$ cat config.mk
export PLATFORM = sky130hd
export DESIGN_NAME = gpio_register_block_unit
export DESIGN_NICKNAME = d
export VERILOG_FILES = /design/src/sv/gpiorb_pkg.sv /design/src/sv/gpio_register_block_unit.sv /design/src/sv/gpiorb_regs.sv
export SDC_FILE = /design/constraint.sdc
export NUM_CORES = 1
export LEC_CHECK = 0
export BUFFER_PORTS_ARGS = -buffer_cell sky130_fd_sc_hd__buf_2
export CORE_ASPECT_RATIO = 1.5
export CORE_MARGIN = 3
export CORE_UTILIZATION = 40
export DETAILED_ROUTE_END_ITERATION = 8
export GPL_TIMING_DRIVEN = 0
export PLACE_DENSITY = 0.54
export REMOVE_ABC_BUFFERS = 1
export SLEW_MARGIN = 5
export SYNTH_ARGS = -nofsm -noshare
export SYNTH_HDL_FRONTEND = slang
export SYNTH_SLANG_ARGS = --single-unit
$ cat constraint.sdc
create_clock -name clk -period 7.4 [get_ports clk]
set_clock_uncertainty 0.05 [all_clocks]
set_input_delay 0.74 -clock clk [delete_from_list [all_inputs] [get_ports clk]]
set_output_delay 0.74 -clock clk [all_outputs]
set_load 0.005 [all_outputs]
$ cat src/sv/gpiorb_pkg.sv
// Package for the GPIO register block: command codes, register map, result word type
// and pin-mask helpers used by the register file and the top level.
// Depends on nothing.
package gpiorb_pkg;

  localparam int unsigned PIN_COUNT_DEF = 85;
  localparam int unsigned BANK_CNT      = 3;
  localparam int unsigned FUNC_CNT      = 6;
  localparam int unsigned WORD_W        = 32;
  localparam int unsigned ADDR_W        = 5;
  localparam int unsigned BANK_W        = 2;
  localparam int unsigned FUNC_IDX_W    = 3;

  typedef enum logic [1:0] {
    CMD_READ   = 2'd0,
    CMD_WRITE  = 2'd1,
    CMD_SAMPLE = 2'd2,
    CMD_NOP    = 2'd3
  } cmd_t;

  localparam logic [ADDR_W-1:0] ADDR_LEVEL      = 5'd0;
  localparam logic [ADDR_W-1:0] ADDR_LEVEL_LAST = 5'd2;
  localparam logic [ADDR_W-1:0] ADDR_DIR        = 5'd3;
  localparam logic [ADDR_W-1:0] ADDR_DIR_LAST   = 5'd5;
  localparam logic [ADDR_W-1:0] ADDR_SET        = 5'd6;
  localparam logic [ADDR_W-1:0] ADDR_SET_LAST   = 5'd8;
  localparam logic [ADDR_W-1:0] ADDR_CLR        = 5'd9;
  localparam logic [ADDR_W-1:0] ADDR_CLR_LAST   = 5'd11;
  localparam logic [ADDR_W-1:0] ADDR_FUNC       = 5'd21;
  localparam logic [ADDR_W-1:0] ADDR_FUNC_LAST  = 5'd26;
  localparam logic [ADDR_W-1:0] SAMPLE_BANK_LAST = 5'd2;

  typedef struct packed {
    logic [WORD_W-1:0] read_data;
    logic              bad_address;
    logic [BANK_W-1:0] bank_index;
    logic [WORD_W-1:0] bank_drive;
    logic [WORD_W-1:0] bank_output_enable;
  } gpiorb_res_t;

  function automatic logic [WORD_W-1:0] bank_mask(int unsigned bank, int unsigned pins);
    logic [WORD_W-1:0] m;
    m = '0;
    for (int unsigned i = 0; i < WORD_W; i++) begin
      m[i] = ((bank * WORD_W) + i) < pins;
    end
    return m;
  endfunction

  function automatic logic [WORD_W-1:0] func_mask(int unsigned idx, int unsigned pins);
    logic [WORD_W-1:0] m;
    m = '0;
    for (int unsigned i = 0; i < WORD_W; i++) begin
      m[i] = ((idx * (WORD_W / 2)) + (i >> 1)) < pins;
    end
    return m;
  endfunction

endpackage

$ cat src/sv/gpio_register_block_unit.sv
// Top level of the GPIO register block: input word register, register file, result register.
// Depends on gpiorb_pkg and gpiorb_regs.
//
// Usage:
//   Input channel (in_valid / in_stall) carries one word per access: a bus read, a bus
//   write or a pin sample for a bank (in_command, in_word_addr, in_write_data).
//   Result channel (out_valid / out_stall) returns exactly one word per input word:
//   read data, bad-address flag, touched bank and that bank's latch and direction.
//   A word taken into the input register moves on into the result register, which drives
//   out_*; it waits in the input register while the result register holds a stalled word.
//   Throughput: one word per cycle while no result is stalled; the register file does its
//   read-modify-write as the word moves from the input register to the result register.
//   A waiting result does not block the input register: a new word is taken while
//   the result register is full, and in_stall rises only when both are full and
//   out_stall is high. Stalled results hold their value.
//   Reset (rst_n low, synchronous) empties both registers and clears the output
//   latch, direction (all inputs), sampled levels and function select registers.
//   Bits for pins at PIN_COUNT and above are never stored and read as zero.
module gpio_register_block_unit #(
  parameter int unsigned PIN_COUNT = gpiorb_pkg::PIN_COUNT_DEF
) (
  input  logic                              clk,
  input  logic                              rst_n,
  input  logic                              in_valid,
  output logic                              in_stall,
  input  logic [1:0]                        in_command,
  input  logic [gpiorb_pkg::ADDR_W-1:0]     in_word_addr,
  input  logic [gpiorb_pkg::WORD_W-1:0]     in_write_data,
  output logic                              out_valid,
  input  logic                              out_stall,
  output logic [gpiorb_pkg::WORD_W-1:0]     out_read_data,
  output logic                              out_bad_address,
  output logic [gpiorb_pkg::BANK_W-1:0]     out_bank_index,
  output logic [gpiorb_pkg::WORD_W-1:0]     out_bank_drive,
  output logic [gpiorb_pkg::WORD_W-1:0]     out_bank_output_enable
);
  import gpiorb_pkg::*;

  logic              s1_valid_r;
  logic [1:0]        cmd_r;
  logic [ADDR_W-1:0] addr_r;
  logic [WORD_W-1:0] data_r;
  logic              out_valid_r;
  gpiorb_res_t       res_r;
  gpiorb_res_t       res_nxt;
  logic              advance;
  logic              in_take;

  assign advance  = s1_valid_r && (!out_valid_r || !out_stall);
  assign in_stall = s1_valid_r && !advance;
  assign in_take  = in_valid && !in_stall;

  gpiorb_regs #(
    .PIN_COUNT(PIN_COUNT)
  ) u_regs (
    .clk    (clk),
    .rst_n  (rst_n),
    .step_en(advance),
    .cmd    (cmd_t'(cmd_r)),
    .addr   (addr_r),
    .data   (data_r),
    .res    (res_nxt)
  );

  always_ff @(posedge clk) begin
    if (!rst_n) begin
      s1_valid_r <= 1'b0;
    end else if (in_take) begin
      s1_valid_r <= 1'b1;
    end else if (advance) begin
      s1_valid_r <= 1'b0;
    end
  end

  always_ff @(posedge clk) begin
    if (in_take) begin
      cmd_r  <= in_command;
      addr_r <= in_word_addr;
      data_r <= in_write_data;
    end
  end

  always_ff @(posedge clk) begin
    if (!rst_n) begin
      out_valid_r <= 1'b0;
    end else if (advance) begin
      out_valid_r <= 1'b1;
    end else if (!out_stall) begin
      out_valid_r <= 1'b0;
    end
  end

  always_ff @(posedge clk) begin
    if (advance) begin
      res_r <= res_nxt;
    end
  end

  assign out_valid              = out_valid_r;
  assign out_read_data          = res_r.read_data;
  assign out_bad_address        = res_r.bad_address;
  assign out_bank_index         = res_r.bank_index;
  assign out_bank_drive         = res_r.bank_drive;
  assign out_bank_output_enable = res_r.bank_output_enable;

  a_bad_bank0: assert property (@(posedge clk) disable iff (!rst_n)
    (out_valid_r && res_r.bad_address) |-> (res_r.bank_index == '0))
    else $error("bad access must report bank 0");

  a_bank_range: assert property (@(posedge clk) disable iff (!rst_n)
    out_valid_r |-> (res_r.bank_index != 2'd3))
    else $error("bank index out of range");

  a_advance_free: assert property (@(posedge clk) disable iff (!rst_n)
    (s1_valid_r && !out_valid_r) |=> out_valid_r)
    else $error("input word did not move into a free result register");

  a_stall_full: assert property (@(posedge clk) disable iff (!rst_n)
    in_stall |-> (s1_valid_r && out_valid_r && out_stall))
    else $error("input stalled without a full pipeline");

endmodule

$ cat src/sv/gpiorb_regs.sv
// Register file of the GPIO block: output latch, direction, sampled pins, function select.
// Decodes one word per enabled cycle and returns its result word combinationally.
// Depends on gpiorb_pkg.
module gpiorb_regs #(
  parameter int unsigned PIN_COUNT = gpiorb_pkg::PIN_COUNT_DEF
) (
  input  logic                                clk,
  input  logic                                rst_n,
  input  logic                                step_en,
  input  gpiorb_pkg::cmd_t                    cmd,
  input  logic [gpiorb_pkg::ADDR_W-1:0]       addr,
  input  logic [gpiorb_pkg::WORD_W-1:0]       data,
  output gpiorb_pkg::gpiorb_res_t             res
);
  import gpiorb_pkg::*;

  localparam logic [WORD_W-1:0] BANK_MASK [BANK_CNT] = '{
    bank_mask(0, PIN_COUNT), bank_mask(1, PIN_COUNT), bank_mask(2, PIN_COUNT)
  };
  localparam logic [WORD_W-1:0] FUNC_MASK [FUNC_CNT] = '{
    func_mask(0, PIN_COUNT), func_mask(1, PIN_COUNT), func_mask(2, PIN_COUNT),
    func_mask(3, PIN_COUNT), func_mask(4, PIN_COUNT), func_mask(5, PIN_COUNT)
  };

  logic [WORD_W-1:0] latch_r [BANK_CNT];
  logic [WORD_W-1:0] latch_nxt [BANK_CNT];
  logic [WORD_W-1:0] dir_r [BANK_CNT];
  logic [WORD_W-1:0] dir_nxt [BANK_CNT];
  logic [WORD_W-1:0] samp_r [BANK_CNT];
  logic [WORD_W-1:0] samp_nxt [BANK_CNT];
  logic [WORD_W-1:0] func_r [FUNC_CNT];
  logic [WORD_W-1:0] func_nxt [FUNC_CNT];

  logic [ADDR_W-1:0]     off;
  logic [BANK_W-1:0]     bank;
  logic [FUNC_IDX_W-1:0] fidx;
  logic [WORD_W-1:0]     rd;
  logic                  bad;
  logic                  wr;
  logic [WORD_W-1:0]     cur_latch;
  logic [WORD_W-1:0]     cur_dir;
  logic [WORD_W-1:0]     cur_samp;
  logic [WORD_W-1:0]     cur_mask;
  logic [WORD_W-1:0]     cur_func;
  logic [WORD_W-1:0]     cur_fmask;

  always_comb begin
    cur_latch = latch_r[0];
    cur_dir   = dir_r[0];
    cur_samp  = samp_r[0];
    cur_mask  = BANK_MASK[0];
    for (int unsigned b = 0; b < BANK_CNT; b++) begin
      if (bank == BANK_W'(b)) begin
        cur_latch = latch_r[b];
        cur_dir   = dir_r[b];
        cur_samp  = samp_r[b];
        cur_mask  = BANK_MASK[b];
      end
    end
    cur_func  = func_r[0];
    cur_fmask = FUNC_MASK[0];
    for (int unsigned f = 0; f < FUNC_CNT; f++) begin
      if (fidx == FUNC_IDX_W'(f)) begin
        cur_func  = func_r[f];
        cur_fmask = FUNC_MASK[f];
      end
    end
  end

  always_comb begin
    latch_nxt = latch_r;
    dir_nxt   = dir_r;
    samp_nxt  = samp_r;
    func_nxt  = func_r;
    rd        = '0;
    bad       = 1'b0;
    bank      = '0;
    off       = '0;
    fidx      = '0;
    wr        = (cmd == CMD_WRITE);
    case (cmd)
      CMD_SAMPLE: begin
        if (addr <= SAMPLE_BANK_LAST) begin
          bank = addr[BANK_W-1:0];
          for (int unsigned b = 0; b < BANK_CNT; b++) begin
            if (bank == BANK_W'(b)) samp_nxt[b] = data & BANK_MASK[b];
          end
        end else begin
          bad = 1'b1;
        end
      end
      CMD_READ, CMD_WRITE: begin
        case (addr) inside
          [ADDR_LEVEL:ADDR_LEVEL_LAST]: begin
            off  = addr - ADDR_LEVEL;
            bank = off[BANK_W-1:0];
            if (!wr) rd = ((cur_latch & cur_dir) | (cur_samp & ~cur_dir)) & cur_mask;
          end
          [ADDR_DIR:ADDR_DIR_LAST]: begin
            off  = addr - ADDR_DIR;
            bank = off[BANK_W-1:0];
            if (wr) begin
              for (int unsigned b = 0; b < BANK_CNT; b++) begin
                if (bank == BANK_W'(b)) dir_nxt[b] = data & BANK_MASK[b];
              end
            end else begin
              rd = cur_dir & cur_mask;
            end
          end
          [ADDR_SET:ADDR_SET_LAST]: begin
            off  = addr - ADDR_SET;
            bank = off[BANK_W-1:0];
            if (wr) begin
              for (int unsigned b = 0; b < BANK_CNT; b++) begin
                if (bank == BANK_W'(b)) latch_nxt[b] = (latch_r[b] | data) & BANK_MASK[b];
              end
            end
          end
          [ADDR_CLR:ADDR_CLR_LAST]: begin
            off  = addr - ADDR_CLR;
            bank = off[BANK_W-1:0];
            if (wr) begin
              for (int unsigned b = 0; b < BANK_CNT; b++) begin
                if (bank == BANK_W'(b)) latch_nxt[b] = latch_r[b] & ~data & BANK_MASK[b];
              end
            end
          end
          [ADDR_FUNC:ADDR_FUNC_LAST]: begin
            off  = addr - ADDR_FUNC;
            fidx = off[FUNC_IDX_W-1:0];
            bank = fidx[FUNC_IDX_W-1:1];
            if (wr) begin
              for (int unsigned f = 0; f < FUNC_CNT; f++) begin
                if (fidx == FUNC_IDX_W'(f)) func_nxt[f] = data & FUNC_MASK[f];
              end
            end else begin
              rd = cur_func & cur_fmask;
            end
          end
          default: bad = 1'b1;
        endcase
      end
      default: bad = 1'b1;
    endcase
  end

  always_comb begin
    res.read_data          = rd;
    res.bad_address        = bad;
    res.bank_index         = bank;
    res.bank_drive         = latch_nxt[0];
    res.bank_output_enable = dir_nxt[0];
    for (int unsigned b = 0; b < BANK_CNT; b++) begin
      if (bank == BANK_W'(b)) begin
        res.bank_drive         = latch_nxt[b];
        res.bank_output_enable = dir_nxt[b];
      end
    end
  end

  always_ff @(posedge clk) begin
    if (!rst_n) begin
      for (int unsigned b = 0; b < BANK_CNT; b++) begin
        latch_r[b] <= '0;
        dir_r[b]   <= '0;
        samp_r[b]  <= '0;
      end
      for (int unsigned f = 0; f < FUNC_CNT; f++) begin
        func_r[f] <= '0;
      end
    end else if (step_en) begin
      latch_r <= latch_nxt;
      dir_r   <= dir_nxt;
      samp_r  <= samp_nxt;
      func_r  <= func_nxt;
    end
  end

endmodule
==> results of run 1 <==
[state kept, by name, indices dropped and copies added, names as in the netlist]
| register | cells |
|---|---|
| u_regs.latch_r | 96 |
| out_bank_output_enable | 32 |
| u_regs.dir_r | 96 |
| data_r | 32 |
| addr_r | 5 |
| out_bank_index | 2 |
| u_regs.func_r | 170 |
| u_regs.samp_r | 85 |
| cmd_r | 2 |
| out_valid | 1 |
| out_bank_drive | 32 |
| out_read_data | 32 |
| out_bad_address | 1 |
| s1_valid_r | 1 |
[critical path, delay by kind of cell (launching register included)]
kind	cells	cell delay [ns]
DFF	1	0.77
buffers and inverters	3	1.24
AOI/OAI and AO/OA	5	2.02
and+or+nand+nor	3	1.89
muxes	1	0.14
adders and majority gates	1	0.36
[per-layer routing]
layer	part of all wire, %	vias to the layer above	wire length (um)	track usage (%)
li1	-	11600	-	-
met1	39	12100	39100	31.1
met2	48	1104	48700	44.6
met3	6.3	280	6430	3.62
met4	7.0	0	7050	16.2
met5	0	-	0	0
[cell usage after synthesis (4+ instances only)]
master / instances / area share (%)
sky130_fd_sc_hd__nand2_1: 680 / 8.9
sky130_fd_sc_hd__dfxtp_1: 449 / 31
sky130_fd_sc_hd__a21oi_1: 334 / 5.8
sky130_fd_sc_hd__a21boi_0: 279 / 7.3
sky130_fd_sc_hd__clkbuf_1: 258 / 3.4
sky130_fd_sc_hd__nor2_1: 174 / 2.3
sky130_fd_sc_hd__mux2i_1: 161 / 5.6
sky130_fd_sc_hd__edfxtp_1: 138 / 14
sky130_fd_sc_hd__o21ai_0: 122 / 2.1
sky130_fd_sc_hd__nor2b_1: 119 / 2.6
sky130_fd_sc_hd__a211oi_1: 62 / 1.6
sky130_fd_sc_hd__a31oi_1: 44 / 0.96
sky130_fd_sc_hd__mux2_2: 41 / 1.6
sky130_fd_sc_hd__o221ai_1: 41 / 1.3
sky130_fd_sc_hd__inv_1: 40 / 0.52
sky130_fd_sc_hd__buf_2: 35 / 0.61
sky130_fd_sc_hd__o22ai_1: 33 / 0.72
sky130_fd_sc_hd__or3_1: 33 / 0.72
sky130_fd_sc_hd__o221a_2: 30 / 1.2
sky130_fd_sc_hd__nor3b_1: 22 / 0.57
sky130_fd_sc_hd__buf_1: 21 / 0.27
sky130_fd_sc_hd__a221o_1: 20 / 0.70
sky130_fd_sc_hd__and3_1: 20 / 0.44
sky130_fd_sc_hd__and2_1: 14 / 0.30
sky130_fd_sc_hd__a221oi_1: 11 / 0.34
sky130_fd_sc_hd__a311oi_1: 11 / 0.34
sky130_fd_sc_hd__a32o_1: 11 / 0.38
sky130_fd_sc_hd__a2bb2oi_1: 10 / 0.30
sky130_fd_sc_hd__mux2_1: 10 / 0.39
sky130_fd_sc_hd__o211a_1: 10 / 0.35
sky130_fd_sc_hd__o22a_1: 10 / 0.30
sky130_fd_sc_hd__nand3_1: 9 / 0.16
sky130_fd_sc_hd__ha_1: 8 / 0.35
sky130_fd_sc_hd__nor3_1: 7 / 0.12
sky130_fd_sc_hd__buf_4: 5 / 0.13
sky130_fd_sc_hd__nand4_1: 4 / 0.087
sky130_fd_sc_hd__o21a_1: 4 / 0.10
[power by group through the flow]
stage | Clock (mW) | Sequential, mW | Combinational [mW]
after floorplan | 0 | 3.47 | 0.328
after global placement | 0 | 3.50 | 0.590
after detailed placement | 0 | 3.50 | 0.626
final | 2.96 | 3.43 | 0.640
after global routing | 3.14 | 3.43 | 0.674
after CTS | 3.03 | 3.43 | 0.628
[cell families after synthesis]
kind of cell | after synthesis
mux | 212
flops | 587
simple gates | 1094
buf+inv | 364
fa+ha+maj | 8
xor+xnor | 2
compound gates | 1052
[worst paths after layout]
path              cells past startpoint            endpoint
setup / recovery                     13   out_read_data[10]
hold / removal                        1          data_r[12]
setup reg to reg                     13   out_read_data[10]
hold reg to reg                       1  u_regs.latch_r[21]
[layout make-up]
cell class,instances,share of cell area (%)
inverters,42,0.518
well taps,907,3.50
repair buffers,195,5.37
flip-flops and latches,587,40.5
clock buffers,77,4.96
multi-input cells,2368,44.3
clock inverters,35,0.776
==> flow_summary.rst, run 1 <==
.. list-table::
   :header-rows: 1

   * - Metric
     - Value
   * - Share of synthesized area spent on multiplexers
     - 7.61%
   * - Share of cells above drive strength 1
     - 12.6%
   * - Count of unique library cells instantiated by Yosys
     - 69
   * - Sw Ratio
     - 26.0%
   * - Final Max Slew Viols
     - 0
   * - Type of the worst setup path
     - reg -> reg
   * - Final weighted congestion in routability-driven placement
     - 0.849
   * - Fin Setup TNS
     - 0 ns
   * - Port Buffers
     - 143
   * - TritonCTS sink count
     - 587
   * - Cell with the largest stage delay on the worst path
     - sky130_fd_sc_hd__nor2_1
   * - Worst R2R Start
     - addr_r[0]
   * - Layout Utilization
     - 45.8%
   * - Number of optimization iterations in the first detailed-route pass
     - 6
   * - Average instance area after synthesis
     - 8.65 sq um
   * - Internal power
     - 5.20 mW
   * - Core footprint
     - 70700 sq um
   * - Status
     - completed
   * - Setup slack of the worst register-to-register path
     - 0.58 ns
   * - Hold violation total from the final report
     - 0
   * - Post-Synth Simple-Gate Area
     - 16.5%
   * - Tot Pwr
     - 7.03 mW
   * - Number of maximum-capacitance violations
     - 0
   * - CP Max Fanout
     - 100
   * - Cts repair resizes
     - 0
   * - Worst Tran Pin Value
     - 1.32 ns
   * - Die outline height
     - 334 um
   * - Diode insertion count for antenna repair
     - 0
   * - Detailed-route via count
     - 25100
   * - Leakage power of the design
     - 10.9 nW
   * - Pin count of the biggest net entering global routing
     - 167
   * - Post-Syn Instances
     - 3319
   * - Routed wire length per instance
     - 24.1 um
   * - First-iteration detailed-routing DRC count
     - 2237
   * - Combinational family with the most area after synthesis
     - compound AO/OA/AOI/OAI gates
   * - Fin nets
     - 3304
   * - Clock H-tree levels
     - 2
   * - Area of placed instances
     - 30500 sq um
   * - Storage element area
     - 13100 sq um
   * - Relative area change from synthesis to final layout
     - 12.8%
   * - Data arrival time of the worst path
     - 7.15 ns
   * - Share of the yosys chip area belonging to registers
     - 45.7%
   * - Worst-case vdd ir drop
     - 0.154 mV
   * - FF+latch count, synth
     - 587
   * - Cell mode on critical path
     - sky130_fd_sc_hd__a21oi_1
   * - Total grt overflow
     - 0
   * - RSZ-0062 raised after global routing
     - no
   * - Detail Placement HPWL
     - 62600 um
   * - Clock buffers created by TritonCTS
     - 59
   * - Via count of the first global-routing pass
     - 24300
   * - Post-route fraction of the period consumed by the critical path
     - 92.2%
   * - Clock network latency to the later pin of the worst-skew pair
     - 0.65 ns
   * - Total number of placement rows
     - 119
   * - Clock Path Buffers
     - 3
   * - Count of synthesis-stage warnings from yosys
     - 0
   * - Part of the power in combinational logic
     - 9.1%
   * - Via density per instance
     - 5.95
   * - Total wire length after detailed routing
     - 101000 um
   * - Final critical-path required period
     - 6.82 ns
   * - Setup fix buffers added after clock tree synthesis
     - 0
   * - Drc violations
     - 0
   * - Most common cell after layout, fill and taps aside
     - sky130_fd_sc_hd__nand2_1
   * - Adder and majority cell fraction of the synthesized area
     - 0.348%
   * - Area fraction in compound gates after synthesis
     - 24.6%
   * - Worst slew margin relative to its limit
     - 11.8%
   * - Series of cell instances along the critical path
     - buf_16 > inv_1 > ha_1 > and2b_1 > nor2_1 > a21oi_1 > o22a_4 > inv_4 > nand2_8 > o221a_2 > mux2i_1 > a221o_1 > a21oi_1
   * - Non-filler instance count after layout
     - 4211
   * - Global-route total usage across every layer
     - 26.2%
   * - Final-layout fill cell count
     - 6761
   * - Width of the chip
     - 225 um
   * - Initial cell density of the core
     - 40.6%
   * - Power density over the cells
     - 217 nW/um^2
   * - Critical path capture point type
     - register
   * - Hold Crit Start
     - in_write_data[12]
   * - Antenna-violating nets left
     - 0
   * - Number of antenna violations at the first check in global routing
     - 0
   * - Most frequent cells in the layout
     - 671 x sky130_fd_sc_hd__nand2_1, 449 x sky130_fd_sc_hd__dfxtp_1, 334 x sky130_fd_sc_hd__a21oi_1
   * - Proportion of power drawn by flip-flops and latches
     - 48.7%
   * - CTS root buf
     - sky130_fd_sc_hd__clkbuf_16
   * - Launch point of the critical path
     - addr_r[0]
   * - I/O pins
     - 144
   * - Post-CTS Hold Buffers
     - 0
   * - Post-place setup slack
     - 0.725 ns
   * - Multi-input gate area in the final layout
     - 14400 sq um
   * - DP Cell Count
     - 4098
   * - Required @ worst endpoint
     - 7.73 ns
   * - Clock network power share
     - 42.1%
   * - Class of the most critical hold timing path
     - in -> reg
   * - Share of the synthesized netlist area taken by xor and xnor gates
     - 0.126%
   * - Global-route wire length before repair
     - 150000 um
   * - Crit-path max cell delay
     - 1.00 ns
   * - Final Instance Area
     - 32400 sq um
   * - Number of enable-type register cells in the synthesized netlist
     - 138
   * - TritonCTS clock tree
     - yes
   * - Net switching power of the design
     - 1.83 mW
   * - Worst setup slack after layout
     - 0.576 ns
   * - Final setup violation count
     - 0
   * - Synthesized area
     - 28700 sq um
   * - Max Clk Rate
     - 147 MHz
   * - Final hold slack
     - 0.212 ns
   * - Post-synth top flop
     - sky130_fd_sc_hd__dfxtp_1
   * - Setup crit start kind
     - register
   * - Worst-path clk slew
     - 0.06 ns
   * - Die footprint
     - 75100 sq um
   * - Async set-or-reset flop fraction in the synthesized netlist
     - 0%
Power figures use the tool's default switching activity.
==> run 2, diff against run 1 <==
--- a/config.mk
+++ b/config.mk
@@ -6,9 +6,11 @@
 export NUM_CORES = 1
 export LEC_CHECK = 0
 export BUFFER_PORTS_ARGS = -buffer_cell sky130_fd_sc_hd__buf_2
+export CAP_MARGIN = 15
 export CORE_ASPECT_RATIO = 1.5
 export CORE_MARGIN = 3
 export CORE_UTILIZATION = 40
+export CTS_BUF_LIST = sky130_fd_sc_hd__clkbuf_4
 export DETAILED_ROUTE_END_ITERATION = 8
 export GPL_TIMING_DRIVEN = 0
 export PLACE_DENSITY = 0.54
==> flow_summary.rst, run 2 (synthesized netlist as in run 1, its figures left out) <==
.. list-table::
   :header-rows: 1

   * - Metric
     - Value
   * - Number of buffers and inverters on the critical path
     - 2
   * - Register with the most flip-flops
     - u_regs.func_r
   * - Tot Pwr
     - 7.06 mW
   * - Total grt overflow
     - 0
   * - Die outline height
     - 334 um
   * - Worst-case vdd ir drop
     - 0.141 mV
   * - Global-route total usage across every layer
     - 26.8%
   * - Relative area change from synthesis to final layout
     - 15.2%
   * - Core footprint
     - 70700 sq um
   * - TritonCTS sink count
     - 587
   * - Global-route wire length before repair
     - 153000 um
   * - Post-route fraction of the period consumed by the critical path
     - 85.3%
   * - Width of the chip
     - 225 um
   * - Status
     - completed
   * - Hold violation total from the final report
     - 0
   * - Series of cell instances along the critical path
     - buf_16 > ha_1 > o21ba_2 > a2111oi_4 > a21o_1 > o22a_4 > inv_4 > nand2_8 > o221a_2 > mux2i_1 > a221o_1 > a21oi_1
   * - Setup slack of the worst register-to-register path
     - 1.09 ns
   * - Final weighted congestion in routability-driven placement
     - 0.849
   * - Max Clk Rate
     - 158 MHz
   * - Number of cells on the worst reg-to-reg path
     - 12
   * - Crit-path max cell delay
     - 0.98 ns
   * - Worst Tran Pin Value
     - 1.25 ns
   * - I/O pins
     - 144
   * - RSZ-0062 raised after global routing
     - no
   * - Port Buffers
     - 143
   * - Fin nets
     - 3443
   * - Data arrival time of the worst path
     - 6.99 ns
   * - Final Instance Area
     - 33100 sq um
   * - Initial cell density of the core
     - 40.6%
   * - Number of antenna violations at the first check in global routing
     - 1
   * - Final setup violation count
     - 0
   * - First-iteration detailed-routing DRC count
     - 2035
   * - Critical path capture point type
     - register
   * - Number of maximum-capacitance violations
     - 0
   * - Share of cells above drive strength 1
     - 16.8%
   * - Most frequent cells in the layout
     - 672 x sky130_fd_sc_hd__nand2_1, 449 x sky130_fd_sc_hd__dfxtp_1, 334 x sky130_fd_sc_hd__a21oi_1
   * - Most common cell after layout, fill and taps aside
     - sky130_fd_sc_hd__nand2_1
   * - Number of optimization iterations in the first detailed-route pass
     - 6
   * - Antenna-violating nets left
     - 0
   * - Worst slew margin relative to its limit
     - 16.1%
   * - Detail Placement HPWL
     - 63200 um
   * - Clock H-tree levels
     - 4
   * - TritonCTS clock tree
     - yes
   * - Worst R2R Start
     - addr_r[0]
   * - Leakage power of the design
     - 11.4 nW
   * - Top delay family on crit path
     - compound AO/OA/AOI/OAI gates
   * - Worst setup slack after layout
     - 1.09 ns
   * - Pin count of the biggest net entering global routing
     - 167
   * - Die footprint
     - 75100 sq um
   * - Total wire length after detailed routing
     - 103000 um
   * - Hold Crit Start
     - rst_n
   * - CP Max Fanout
     - 100
   * - Clock network latency to the later pin of the worst-skew pair
     - 1.01 ns
   * - Total number of placement rows
     - 119
   * - Via density per instance
     - 5.85
   * - Cell with the largest stage delay on the worst path
     - sky130_fd_sc_hd__edfxtp_1
   * - Final hold slack
     - 0.249 ns
   * - Detailed-route via count
     - 25900
   * - Routed wire length per instance
     - 23.2 um
   * - Worst-path clk slew
     - 0.06 ns
   * - Post-place setup slack
     - 0.737 ns
   * - Required @ worst endpoint
     - 8.08 ns
   * - Power density over the cells
     - 213 nW/um^2
   * - Drc violations
     - 0
   * - Layout Utilization
     - 46.8%
   * - Fin Setup TNS
     - 0 ns
   * - Area of placed instances
     - 30600 sq um
   * - Terminus of the critical flop-to-flop path
     - out_read_data[10]
   * - Top Registers
     - u_regs.func_r (170), u_regs.dir_r (96), u_regs.latch_r (96)
   * - Clock Path Buffers
     - 3
   * - Number of flip-flops under the largest register name
     - 170
   * - CTS root buf
     - sky130_fd_sc_hd__clkbuf_4
   * - Final Max Slew Viols
     - 0
   * - Via count of the first global-routing pass
     - 25400
   * - Non-filler instance count after layout
     - 4424
   * - Type of the worst setup path
     - reg -> reg
   * - Class of the most critical hold timing path
     - in -> reg
   * - Hold Path Sink
     - u_regs.dir_r[40]
   * - Final critical-path required period
     - 6.31 ns
   * - Setup crit start kind
     - register
   * - DP Cell Count
     - 4102
   * - Cell count of the worst hold path
     - 2
   * - Setup fix buffers added after clock tree synthesis
     - 0
   * - Clock buffers created by TritonCTS
     - 152
run 2: changes by cell type in the layout (fill, tap and decap cells not counted), moves of 4 or more:
cell	before	now
sky130_fd_sc_hd__clkinv_2	17	6
sky130_fd_sc_hd__clkbuf_1	13	0
sky130_fd_sc_hd__inv_6	4	0
sky130_fd_sc_hd__dlygate4sd3_1	0	41
sky130_fd_sc_hd__buf_16	16	20
sky130_fd_sc_hd__clkbuf_8	4	0
sky130_fd_sc_hd__clkbuf_16	60	0
sky130_fd_sc_hd__clkinv_1	11	20
sky130_fd_sc_hd__inv_2	1	5
sky130_fd_sc_hd__clkbuf_4	0	245
run 2: what timing repair did:
item / CTS / global route
gates resized for setup: 0 / 0
hold endpoints to repair: 41 / 0
setup endpoints to repair: 0 / 0
hold buffers: 41 / 0
run 2: report_power, final:
part / internal [mW] / total [mW] / switching, mW
registers: 3.34 / 3.42 / 0.0876
clock network: 1.60 / 2.98 / 1.38
logic: 0.248 / 0.659 / 0.411
run 2: worst max path at each step:
stage | depth (start not counted) | start | to
floorplan | 5 | out_stall | u_regs.dir_r[21]
global route | 12 | addr_r[0] | out_read_data[10]
global placement | 6 | out_stall | u_regs.dir_r[30]
CTS | 13 | addr_r[0] | out_read_data[12]
detailed placement | 13 | addr_r[0] | out_read_data[12]
finish | 12 | addr_r[0] | out_read_data[10]
run 2: final cells by class:
class / count / area (sq um)
Antenna cell: 1 / 2.50
Clock buffer: 245 / 1840
Clock inverter: 33 / 210
Fill cell: 6822 / 37600
Inverter: 42 / 168
Multi-Input combinational cell: 2368 / 14300
Sequential cell: 587 / 13100
Tap cell: 907 / 1130
Timing Repair Buffer: 241 / 2260
run 2: layer usage:
metal | vias up | track usage [%] | routed length [um]
met4 | 0 | 17.6 | 7100
met2 | 1152 | 45.1 | 49100
met1 | 12500 | 30.9 | 39800
met5 | - | 0 | 0
li1 | 11900 | - | -
met3 | 332 | 5.07 | 6670
